`src/design/mbe_pkg.sv`:
```
// Package for the minimum bottleneck spanning tree block.
// Holds sizes, request codes, controller state codes and the command/status bundles.
// No dependencies.
package mbe_pkg;

  localparam int MaxVertices = 256;
  localparam int MaxEdges    = 1024;
  localparam int WeightBits  = 16;
  localparam int VtxBits     = 8;
  localparam int EaddrBits   = 10;
  localparam int EcntBits    = 11;
  localparam int NBits       = 9;
  localparam int EdgeBits    = WeightBits + 2 * VtxBits;

  localparam logic [WeightBits-1:0] WeightMax = {WeightBits{1'b1}};

  // request codes on req_type
  localparam logic ReqEdge   = 1'b0;
  localparam logic ReqFinish = 1'b1;

  typedef enum logic [9:0] {
    ST_IDLE     = 10'b00_0000_0001,
    ST_CHK_INIT = 10'b00_0000_0010,
    ST_E_RD     = 10'b00_0000_0100,
    ST_E_EVAL   = 10'b00_0000_1000,
    ST_FA_RD    = 10'b00_0001_0000,
    ST_FA_EVAL  = 10'b00_0010_0000,
    ST_FB_RD    = 10'b00_0100_0000,
    ST_FB_EVAL  = 10'b00_1000_0000,
    ST_CHK_END  = 10'b01_0000_0000,
    ST_EMIT     = 10'b10_0000_0000
  } state_t;

  typedef struct packed {
    logic load;
    logic search_init;
    logic chk_init;
    logic e_rd;
    logic next_edge;
    logic start_a;
    logic f_rd;
    logic step;
    logic save_ra;
    logic link;
    logic search_upd;
    logic emit;
  } cmd_t;

  typedef struct packed {
    logic total_zero;
    logic edges_done;
    logic edge_skip;
    logic is_root;
    logic same_root;
    logic search_fin;
    logic out_free;
  } stat_t;

endpackage

```
`src/design/mbe_ctrl.sv`:
```
// Controller state machine: sequences edge scans, root walks and the search.
// Uses mbe_pkg; talks to mbe_datapath by command and status only.
module mbe_ctrl (
  input  logic           clk,
  input  logic           rst,
  input  logic           in_valid,
  input  logic           req_type,
  output logic           in_ready,
  input  mbe_pkg::stat_t stat,
  output mbe_pkg::cmd_t  cmd,
  output mbe_pkg::state_t state
);

  mbe_pkg::state_t state_next;

  assign in_ready = (state == mbe_pkg::ST_IDLE);

  always_comb begin
    state_next = state;
    cmd        = '0;
    case (state)
      mbe_pkg::ST_IDLE: begin
        if (in_valid) begin
          if (req_type == mbe_pkg::ReqEdge) begin
            cmd.load = 1'b1;
          end else if (stat.total_zero) begin
            state_next = mbe_pkg::ST_EMIT;
          end else begin
            cmd.search_init = 1'b1;
            state_next      = mbe_pkg::ST_CHK_INIT;
          end
        end
      end
      mbe_pkg::ST_CHK_INIT: begin
        cmd.chk_init = 1'b1;
        state_next   = mbe_pkg::ST_E_RD;
      end
      mbe_pkg::ST_E_RD: begin
        cmd.e_rd   = 1'b1;
        state_next = mbe_pkg::ST_E_EVAL;
      end
      mbe_pkg::ST_E_EVAL: begin
        if (stat.edges_done) begin
          state_next = mbe_pkg::ST_CHK_END;
        end else if (stat.edge_skip) begin
          cmd.next_edge = 1'b1;
          state_next    = mbe_pkg::ST_E_RD;
        end else begin
          cmd.start_a = 1'b1;
          state_next  = mbe_pkg::ST_FA_RD;
        end
      end
      mbe_pkg::ST_FA_RD: begin
        cmd.f_rd   = 1'b1;
        state_next = mbe_pkg::ST_FA_EVAL;
      end
      mbe_pkg::ST_FA_EVAL: begin
        if (stat.is_root) begin
          cmd.save_ra = 1'b1;
          state_next  = mbe_pkg::ST_FB_RD;
        end else begin
          cmd.step   = 1'b1;
          state_next = mbe_pkg::ST_FA_RD;
        end
      end
      mbe_pkg::ST_FB_RD: begin
        cmd.f_rd   = 1'b1;
        state_next = mbe_pkg::ST_FB_EVAL;
      end
      mbe_pkg::ST_FB_EVAL: begin
        if (stat.is_root) begin
          // join the two trees unless already one
          cmd.link   = !stat.same_root;
          state_next = mbe_pkg::ST_E_RD;
        end else begin
          cmd.step   = 1'b1;
          state_next = mbe_pkg::ST_FB_RD;
        end
      end
      mbe_pkg::ST_CHK_END: begin
        cmd.search_upd = 1'b1;
        state_next     = stat.search_fin ? mbe_pkg::ST_EMIT : mbe_pkg::ST_CHK_INIT;
      end
      mbe_pkg::ST_EMIT: begin
        // hold until the result register is free
        if (stat.out_free) begin
          cmd.emit   = 1'b1;
          state_next = mbe_pkg::ST_IDLE;
        end
      end
      default: state_next = mbe_pkg::ST_IDLE;
    endcase
  end

  always_ff @(posedge clk) begin
    if (rst) begin
      state <= mbe_pkg::ST_IDLE;
    end else begin
      state <= state_next;
    end
  end

endmodule

```
`config.mk`:
```
export PLATFORM = sky130hd
export DESIGN_NAME = mbe_ctrl
export DESIGN_NICKNAME = d
export VERILOG_FILES = /design/src/design/mbe_pkg.sv /design/src/design/mbe_ctrl.sv
export SDC_FILE = /design/constraint.sdc
export NUM_CORES = 1
export LEC_CHECK = 0
export BUFFER_PORTS_ARGS = -buffer_cell sky130_fd_sc_hd__buf_2
export CORE_MARGIN = 2
export CORE_UTILIZATION = 48
export CTS_CLUSTER_SIZE = 28
export DETAILED_ROUTE_END_ITERATION = 6
export GPL_TIMING_DRIVEN = 0
export PLACE_DENSITY_LB_ADDON = 0.25
export SLEW_MARGIN = 40
export SYNTH_ARGS = -nofsm -noshare
export SYNTH_HDL_FRONTEND = slang
export SYNTH_SLANG_ARGS = --single-unit
export TNS_END_PERCENT = 50
```
`constraint.sdc`:
```
create_clock -name clk -period 3.1 [get_ports clk]
set_input_delay 0.62 -clock clk [delete_from_list [all_inputs] [get_ports clk]]
set_output_delay 0.62 -clock clk [all_outputs]
set_load 0.05 [all_outputs]
```
==> results.py, run 1 <==
metrics = {
    "status": {
        "status": "finished clean",
    },
    "synth": {
        "yosysTopAreaCellShare_pct": 28.2,
        "synth.area.top_cells": "dfxtp_1, nor2b_1, nand2b_1, nor2_1, nand2_1",
        "yosys.area.top_type": "dfxtp_1",
        "synth_cell_types": 35,
        "postSynthAreaPerCell_sq_um": 7.88,
        "synth_edf_count": 0,
        "synth-seq-cells": 10,
        "syn_area_sq_um": 709,
        "ys.flop_type": "dfxtp_1",
        "synthArstFlopShare_pct": 0,
        "syn_inst": 90,
        "syn_nets": 101,
        "yosysWarnings": 0,
        "seq_area_frac_synth_pct": 28.2,
    },
    "global_routing": {
        "grt_max_degree": 11,
        "overflow": 0,
        "grt_busiest_layer": "met2",
        "track_usage_pct": 23.9,
        "met3_usage_pct": 5.17,
        "grtUsageMet2_pct": 38.2,
        "grt_pass1_vias": 681,
        "grt_pass1_wl_microns": 3190,
        "grt_use_met1_pct": 30.9,
        "antenna_found_initial": 0,
    },
    "final_layout": {
        "fillers": 113,
        "largest_reg_flops": 10,
        "top_regs": "state: 10 flops",
        "final_util_pct": 69.0,
        "nets": 139,
        "num_antenna_cells": 0,
        "fin_cells": 141,
        "top_register": "state",
        "area_delta_synth_final_pct": 29.8,
        "drive_gt1_share_pct": 34.9,
    },
    "power_and_ir_drop": {
        "p_per_area_nw_per_um2": 409,
        "power.leakage_uw": 0.000435,
        "peakVddDrop_mv": 0.291,
    },
    "clock_network": {
        "cts_inserted_buffers": 3,
        "cts.reportedPaths.clkPinSlew_ns": 0.06,
        "root_buffer": "clkbuf_4",
        "clk_path_buf_depth": 2,
        "cts_htree_levels": 1,
        "clock_sinks": 10,
        "postCtsHoldBufs": 0,
        "clock_latency_ns": 0.27,
        "post-cts-setup-buffers": 0,
        "cts_tree": "done",
        "cts_resized": 0,
    },
    "critical_path": {
        "path_cells": "nor4_2, and3_1, nand2_1, nor3b_2, buf_2",
        "crit_arrival_ns": 2.05,
        "slowest_stage": "nor4_2",
        "ff2ff_path_depth": 4,
        "path_delay_family": "simple AND/OR/NAND/NOR gates",
        "cp-start-kind": "flop",
        "path_buf_inv": 1,
        "regToRegSetupSlack_ns": 1.37,
        "path_class": "reg2out",
        "slowest_delay_ns": 0.54,
        "worst-path-max-fanout": 8,
        "worst-path-stages": 5,
        "reg2reg_to": "state[5]",
        "worstReg2RegStart": "state[3]",
        "endpoint_kind": "output port",
        "crit_required_ns": 2.48,
    },
    "run": {
        "max_cap_violations": 0,
    },
    "die": {
        "core-area_sq_um": 1330,
        "die_area_sq_um": 1800,
        "die_w_microns": 42.4,
        "die_h_microns": 42.4,
        "design.portCount": 34,
        "rows": 13,
        "initial_core_util_pct": 53.2,
    },
    "timing": {
        "rsz0062_at_grt": "no",
        "setup_viol": 0,
        "worstMarginPinSlew_ns": 0.511,
        "worst_hold_slack_ns": 0.533,
        "finalHoldViolCount": 0,
        "setup_tns_ns": 0,
        "min_period_ns": 2.67,
        "max_freq_mhz": 374,
        "slew_violations": 0,
        "post-route-period-util_pct": 86.2,
        "finalClockSkew_ns": 0.00275,
        "relSlewSlack_pct": 65.7,
    },
    "routing": {
        "postRouteAntennaNets": 0,
        "vias_per_cell": 5.78,
        "via_count": 815,
        "drt-wirelength-per-cell_microns": 13.5,
        "drt_wl_total_microns": 1900,
        "drtIter0Drc": 22,
        "drc_errors": 0,
        "drtPass1Iterations": 4,
    },
    "place": {
        "placedCellCount": 138,
        "portBuffers": 33,
        "place_hpwl_microns": 1450,
        "place.gp.congestion": 0.831,
    },
    "worst_hold_path": {
        "hold_end": "state[8]",
        "hp-start": "rst",
        "min_path_type": "in2reg",
        "hold_depth": 2,
    },
}
## worst register-to-register path: stages, from the launching register on
cell and delay, ns:
dfxtp_1 0.39, nor4_2 0.54, a41oi_1 0.28, nand2b_1 0.30, nor4_1 0.10
## cell type report
type                            instances  area [sq um]  share of cell area (%)
Multi-Input combinational cell         73           488                    53.0
Sequential cell                        10           200                    21.7
Timing Repair Buffer                   33           165                    17.9
Clock buffer                            3          22.5                    2.45
Inverter                                5          18.8                    2.04
Tap cell                               15          18.8                    2.04
Buffer                                  2          7.51                   0.815
## synthesized netlist by cell type, types with 3 or more instances
master    count
nand3_1       3
nor4_1        3
nand2_1       7
nor3_1        3
a21oi_1       4
nand2b_1      5
inv_1         5
dfxtp_1      10
and3b_1       3
nor2_1        8
nor2b_1       6
## cells by family (layout without fill, tap and decap cells)
group                  count (synthesis)  after routing  synth area share, %
AO/OA/AOI/OAI                         12             12                 11.5
multiplexers                           1              1                 1.59
buffers and inverters                  7             43                 3.70
flip-flops                            10             10                 28.2
XOR/XNOR                               2              2                 2.47
AND/OR/NAND/NOR                       58             58                 52.6
## routing by layer
metal	part of all wire, %	vias to the layer above	wire, microns
met4	1.8	0	35
met3	6.7	5	128
met1	44	365	832
met5	0	-	0
met2	48	33	905
li1	-	412	-
## report_power, final
group | internal, uW | total, uW | switching [uW] | leakage, uW
Combinational | 42.8 | 143 | 101 | 0.000340
Clock | 44.8 | 88.0 | 43.2 | 0.0000138
Sequential | 134 | 145 | 10.8 | 0.0000810
Total | 222 | 377 | 155 | 0.000435
## layout by cell type, fill, tap and decap left out
cell type and instances:
nand2_1 7, and2_1 1, nand3_2 1, nor2b_1 6
inv_1 5, nor2_1 8, or4_4 1, clkbuf_4 3
nor3_4 1, a31oi_1 1, nor4_1 3, o311ai_0 1
dfxtp_1 10, and3b_1 3, or3_1 2, nor4_2 2
nand4_1 2, buf_2 33, nand3b_1 2, or4_1 1
a221oi_1 1, and4_2 1, a21oi_1 4, nor3b_2 1
nor3b_1 1, and3_1 2, a41oi_1 1, o41ai_1 1
nor3_1 3, o21ai_0 1, nor4b_1 1, clkbuf_1 2
xnor2_1 2, and4b_1 1, nand3_1 3, nand2b_1 5
mux2_2 1, a211oi_1 2
## stage by stage
step	total power, uW	setup slack (ns)	cell area, sq um
floorplan	256	-0.0415	714
global placement	288	0.746	898
detailed placement	290	0.716	898
CTS	377	0.423	921
global route	404	0.261	921
finish	377	0.427	921
## worst max path at each step
| stage | from | to | slack (ns) |
|---|---|---|---|
| detailed placement | state[3] | cmd[10] | 0.72 |
| global placement | state[4] | cmd[2] | 0.75 |
| CTS | state[3] | cmd[10] | 0.42 |
| global route | state[6] | cmd[6] | 0.26 |
| finish | state[3] | cmd[10] | 0.43 |
| floorplan | state[4] | cmd[3] | -0.04 |
Note: power is estimated with default switching activity, not from simulation.
==> run 2: changes to the inputs <==
--- a/config.mk
+++ b/config.mk
@@ -12,6 +12,7 @@
 export DETAILED_ROUTE_END_ITERATION = 6
 export GPL_TIMING_DRIVEN = 0
 export PLACE_DENSITY_LB_ADDON = 0.25
+export REMOVE_ABC_BUFFERS = 1
 export SLEW_MARGIN = 40
 export SYNTH_ARGS = -nofsm -noshare
 export SYNTH_HDL_FRONTEND = slang
==> results.py, run 2 (same netlist as run 1, synthesis figures left out) <==
metrics = {
    "routing": {
        "via_count": 826,
        "drt-wirelength-per-cell_microns": 13.4,
        "drtIter0Drc": 25,
        "drtPass1Iterations": 4,
        "postRouteAntennaNets": 0,
        "vias_per_cell": 5.90,
        "drc_errors": 0,
        "drt_wl_total_microns": 1880,
    },
    "timing": {
        "post-route-period-util_pct": 89.3,
        "relSlewSlack_pct": 60.1,
        "min_period_ns": 2.77,
        "finalHoldViolCount": 0,
        "worstMarginPinSlew_ns": 0.593,
        "max_freq_mhz": 361,
        "setup_viol": 0,
        "rsz0062_at_grt": "no",
        "slew_violations": 0,
        "finalClockSkew_ns": 0.00317,
    },
    "final_layout": {
        "final_util_pct": 69.1,
        "fillers": 113,
        "top_register": "state",
        "layout_common_cells": "buf_2, dfxtp_1, nor2_1, nand2_1, nor2b_1",
        "regArea_sq_um": 200,
        "multi_input_area_sq_um": 483,
        "drive_gt1_share_pct": 35.2,
        "layout_commonest_cell": "buf_2",
        "largest_reg_flops": 10,
        "fin_cells": 140,
        "top_regs": "state: 10 flops",
        "area_delta_synth_final_pct": 30.0,
        "num_antenna_cells": 0,
        "nets": 137,
    },
    "clock_network": {
        "cts_inserted_buffers": 3,
        "root_buffer": "clkbuf_4",
        "cts_htree_levels": 1,
        "clk_path_buf_depth": 2,
        "clock_sinks": 10,
        "cts_resized": 0,
        "cts_tree": "done",
        "post-cts-setup-buffers": 0,
        "cts.reportedPaths.clkPinSlew_ns": 0.07,
        "clock_latency_ns": 0.27,
        "postCtsHoldBufs": 0,
    },
    "die": {
        "die_h_microns": 42.4,
        "die_w_microns": 42.4,
        "initial_core_util_pct": 53.2,
        "design.portCount": 34,
        "rows": 13,
        "die_area_sq_um": 1800,
        "core-area_sq_um": 1330,
    },
    "critical_path": {
        "endpoint_kind": "output port",
        "worst-path-max-fanout": 8,
        "crit_required_ns": 2.48,
        "reg2reg_to": "state[5]",
        "regToRegSetupSlack_ns": 1.30,
        "cp-start-kind": "flop",
        "ff2ff_path_depth": 4,
        "path_class": "reg2out",
        "crit_arrival_ns": 2.15,
        "worstReg2RegStart": "state[3]",
    },
    "global_routing": {
        "overflow": 0,
        "track_usage_pct": 23.3,
        "grt_pass1_wl_microns": 3170,
        "grt_max_degree": 14,
        "grt_pass1_vias": 743,
        "antenna_found_initial": 0,
    },
    "place": {
        "placedCellCount": 136,
        "portBuffers": 33,
        "place_hpwl_microns": 1430,
        "place.gp.congestion": 0.759,
    },
    "status": {
        "status": "finished clean",
    },
    "worst_hold_path": {
        "hold_end": "state[8]",
        "hold_depth": 2,
        "hp-start": "rst",
        "min_path_type": "in2reg",
    },
    "run": {
        "max_cap_violations": 0,
    },
    "power_and_ir_drop": {
        "power.leakage_uw": 0.000438,
        "peakVddDrop_mv": 0.309,
        "p_per_area_nw_per_um2": 442,
    },
}
## run 2: final cells by class
type | instances | area share, %
multi-input combinational | 73 | 52.4
timing repair buffer | 33 | 17.9
sequential | 10 | 21.7
tap | 15 | 2.04
clock buffer | 4 | 3.93
inverter | 5 | 2.04
## run 2: metal layers
metal | global-route usage, % | share of wire [%]
met3 | 6.90 | 7.7
met1 | 25.7 | 42
met5 | 0 | 0
met2 | 41.2 | 49
met4 | 9.38 | 1.3
## run 2: metrics by stage
stage | setup WS (ns) | power [uW] | hold slack (ns) | area, sq um | TNS (ns)
3_5_place_dp | 0.639 | 291 | 0.582 | 886 | 0
4_1_cts | 0.327 | 410 | 0.541 | 922 | 0
6_report | 0.331 | 407 | 0.544 | 922 | 0
5_1_grt | 0.155 | 431 | 0.534 | 922 | 0
3_3_place_gp | 0.708 | 288 | 0.593 | 886 | 0
2_1_floorplan | -0.451 | 255 | 0.696 | 702 | -0.493
## run 2: power breakdown
part / switching [uW] / total [uW] / internal [uW] / leakage [uW]
Clock: 47.2 / 119 / 71.4 / 0.0000210
Sequential: 11.4 / 146 / 134 / 0.0000810
Combinational: 100 / 143 / 42.4 / 0.000336
## run 2: worst max path at each step
stage                        start  slack [ns]      end  cells after the start
after floorplan           state[3]       -0.45  cmd[10]                      4
after global placement    state[3]        0.71  cmd[10]                      5
after detailed placement  state[3]        0.64  cmd[10]                      5
after CTS                 state[3]        0.33  cmd[10]                      5
after global routing      state[3]        0.15  cmd[10]                      5
final                     state[3]        0.33  cmd[10]                      5
## run 2: worst max-delay path, cell delays in order, from the launching register on
cell     delay (ns)
dfxtp_1        0.39
nor4_2         0.60
and3_1         0.33
nand2_1        0.09
nor3b_1        0.18
buf_2          0.29
==> run 3: changes to the inputs <==
--- a/config.mk
+++ b/config.mk
@@ -6,6 +6,7 @@
 export NUM_CORES = 1
 export LEC_CHECK = 0
 export BUFFER_PORTS_ARGS = -buffer_cell sky130_fd_sc_hd__buf_2
+export CORE_ASPECT_RATIO = 0.9
 export CORE_MARGIN = 2
 export CORE_UTILIZATION = 48
 export CTS_CLUSTER_SIZE = 28
==> results.py, run 3 (same netlist as run 1, synthesis figures left out) <==
metrics = {
    "status": {
        "status": "finished clean",
    },
    "routing": {
        "drt-wirelength-per-cell_microns": 13.2,
        "drc_errors": 0,
        "drtIter0Drc": 17,
        "postRouteAntennaNets": 0,
        "drt_wl_total_microns": 1840,
        "drtPass1Iterations": 4,
        "vias_per_cell": 5.77,
        "via_count": 802,
    },
    "critical_path": {
        "path_class": "reg2out",
        "slowest_stage": "nor4_2",
        "worst-path-max-fanout": 8,
        "crit_required_ns": 2.48,
        "cp-start-kind": "flop",
        "path_cells": "nor4_2, and3_1, nand2_1, nor3b_1, buf_2",
        "slowest_delay_ns": 0.61,
        "crit_arrival_ns": 2.14,
        "endpoint_kind": "output port",
    },
    "die": {
        "die_area_sq_um": 1800,
        "initial_core_util_pct": 50.1,
        "die_w_microns": 44.5,
        "die_h_microns": 40.5,
        "design.portCount": 34,
        "rows": 13,
        "core-area_sq_um": 1420,
    },
    "global_routing": {
        "antenna_found_initial": 0,
        "grt_pass1_wl_microns": 2840,
        "grt_max_degree": 14,
        "track_usage_pct": 22.5,
        "grt_pass1_vias": 695,
        "overflow": 0,
    },
    "worst_hold_path": {
        "min_path_type": "in2reg",
    },
    "run": {
        "max_cap_violations": 0,
    },
    "place": {
        "placedCellCount": 136,
        "portBuffers": 33,
        "place.gp.congestion": 0.795,
        "place_hpwl_microns": 1370,
    },
    "final_layout": {
        "top_regs": "state: 10 flops",
        "nets": 137,
        "regArea_sq_um": 200,
        "fillers": 131,
        "drive_gt1_share_pct": 34.7,
        "num_antenna_cells": 0,
        "layout_commonest_cell": "buf_2",
        "final_util_pct": 64.2,
        "top_register": "state",
        "area_delta_synth_final_pct": 28.0,
        "layout_common_cells": "buf_2, dfxtp_1, nor2_1, nand2_1, nor2b_1",
        "fin_cells": 139,
        "largest_reg_flops": 10,
        "multi_input_area_sq_um": 483,
    },
    "clock_network": {
        "postCtsHoldBufs": 0,
        "root_buffer": "clkbuf_4",
        "cts_inserted_buffers": 3,
        "cts_htree_levels": 1,
        "clock_sinks": 10,
        "clock_latency_ns": 0.27,
        "clk_path_buf_depth": 2,
        "post-cts-setup-buffers": 0,
        "cts.reportedPaths.clkPinSlew_ns": 0.06,
        "cts_tree": "done",
        "cts_resized": 0,
    },
    "timing": {
        "rsz0062_at_grt": "no",
        "relSlewSlack_pct": 59.1,
        "setup_viol": 0,
        "worst_hold_slack_ns": 0.543,
        "post-route-period-util_pct": 89.0,
        "min_period_ns": 2.76,
        "finalClockSkew_ns": 0.00443,
        "worstMarginPinSlew_ns": 0.609,
        "finalHoldViolCount": 0,
        "slew_violations": 0,
        "max_freq_mhz": 363,
    },
    "power_and_ir_drop": {
        "swShare_pct": 41.3,
        "peakVddDrop_mv": 0.240,
        "combPwrFrac_pct": 37.8,
        "p_total_uw": 378,
        "p_sw_uw": 156,
        "seq_power_share_pct": 38.6,
        "p_int_uw": 222,
        "p_per_area_nw_per_um2": 416,
        "p_clk_share_pct": 23.6,
        "power.leakage_uw": 0.000431,
    },
}
## run 3: cell count changes in the layout (fill, tap and decap cells not counted)
cell / previous run / this run
clkbuf_8: 1 / 0
## run 3: cell type report
| type | count | area share, % |
|---|---|---|
| flip-flops and latches | 10 | 22.0 |
| well taps | 15 | 2.07 |
| clock buffers | 3 | 2.48 |
| inverters | 5 | 2.07 |
| repair buffers | 33 | 18.2 |
| multi-input cells | 73 | 53.2 |
## run 3: layer usage
layer / routed length, microns / GRT usage (%) / vias up
met5: 0 / 0 / -
met4: 14 / 7.58 / 0
met3: 118 / 7.21 / 3
met2: 860 / 37.7 / 28
met1: 841 / 27.5 / 368
li1: - / - / 403
## run 3: worst max-delay path, delay by kind of cell, from the launching register on
family | cells | cell delay [ns]
simple gates | 4 | 1.21
flops | 1 | 0.38
buf+inv | 1 | 0.29
## run 3: path summary, 6_finish.rpt
path	end	slack, ns	startpoint	cells past startpoint
worst max-delay path	cmd[10]	0.34	state[3]	5
worst min-delay path	state[8]	0.54	rst	2
worst max register to register	state[5]	1.31	state[3]	4
worst min register to register	state[5]	0.61	state[4]	2
## run 3: power groups by stage
| stage | clock [uW] | sequential [uW] | combinational [uW] |
|---|---|---|---|
| 2_1_floorplan | 0 | 167 | 87.8 |
| 4_1_cts | 91.1 | 146 | 142 |
| 6_report | 89.0 | 146 | 143 |
| 3_3_place_gp | 0 | 148 | 140 |
| 3_5_place_dp | 0 | 149 | 141 |
| 5_1_grt | 95.1 | 148 | 155 |
## run 3: metrics by stage
stage	setup TNS (ns)	worst slack, ns	instance area, sq um
after floorplan	-0.493	-0.451	702
after global placement	0	0.693	886
after detailed placement	0	0.681	886
after CTS	0	0.350	908
after global routing	0	0.194	908
final	0	0.342	908
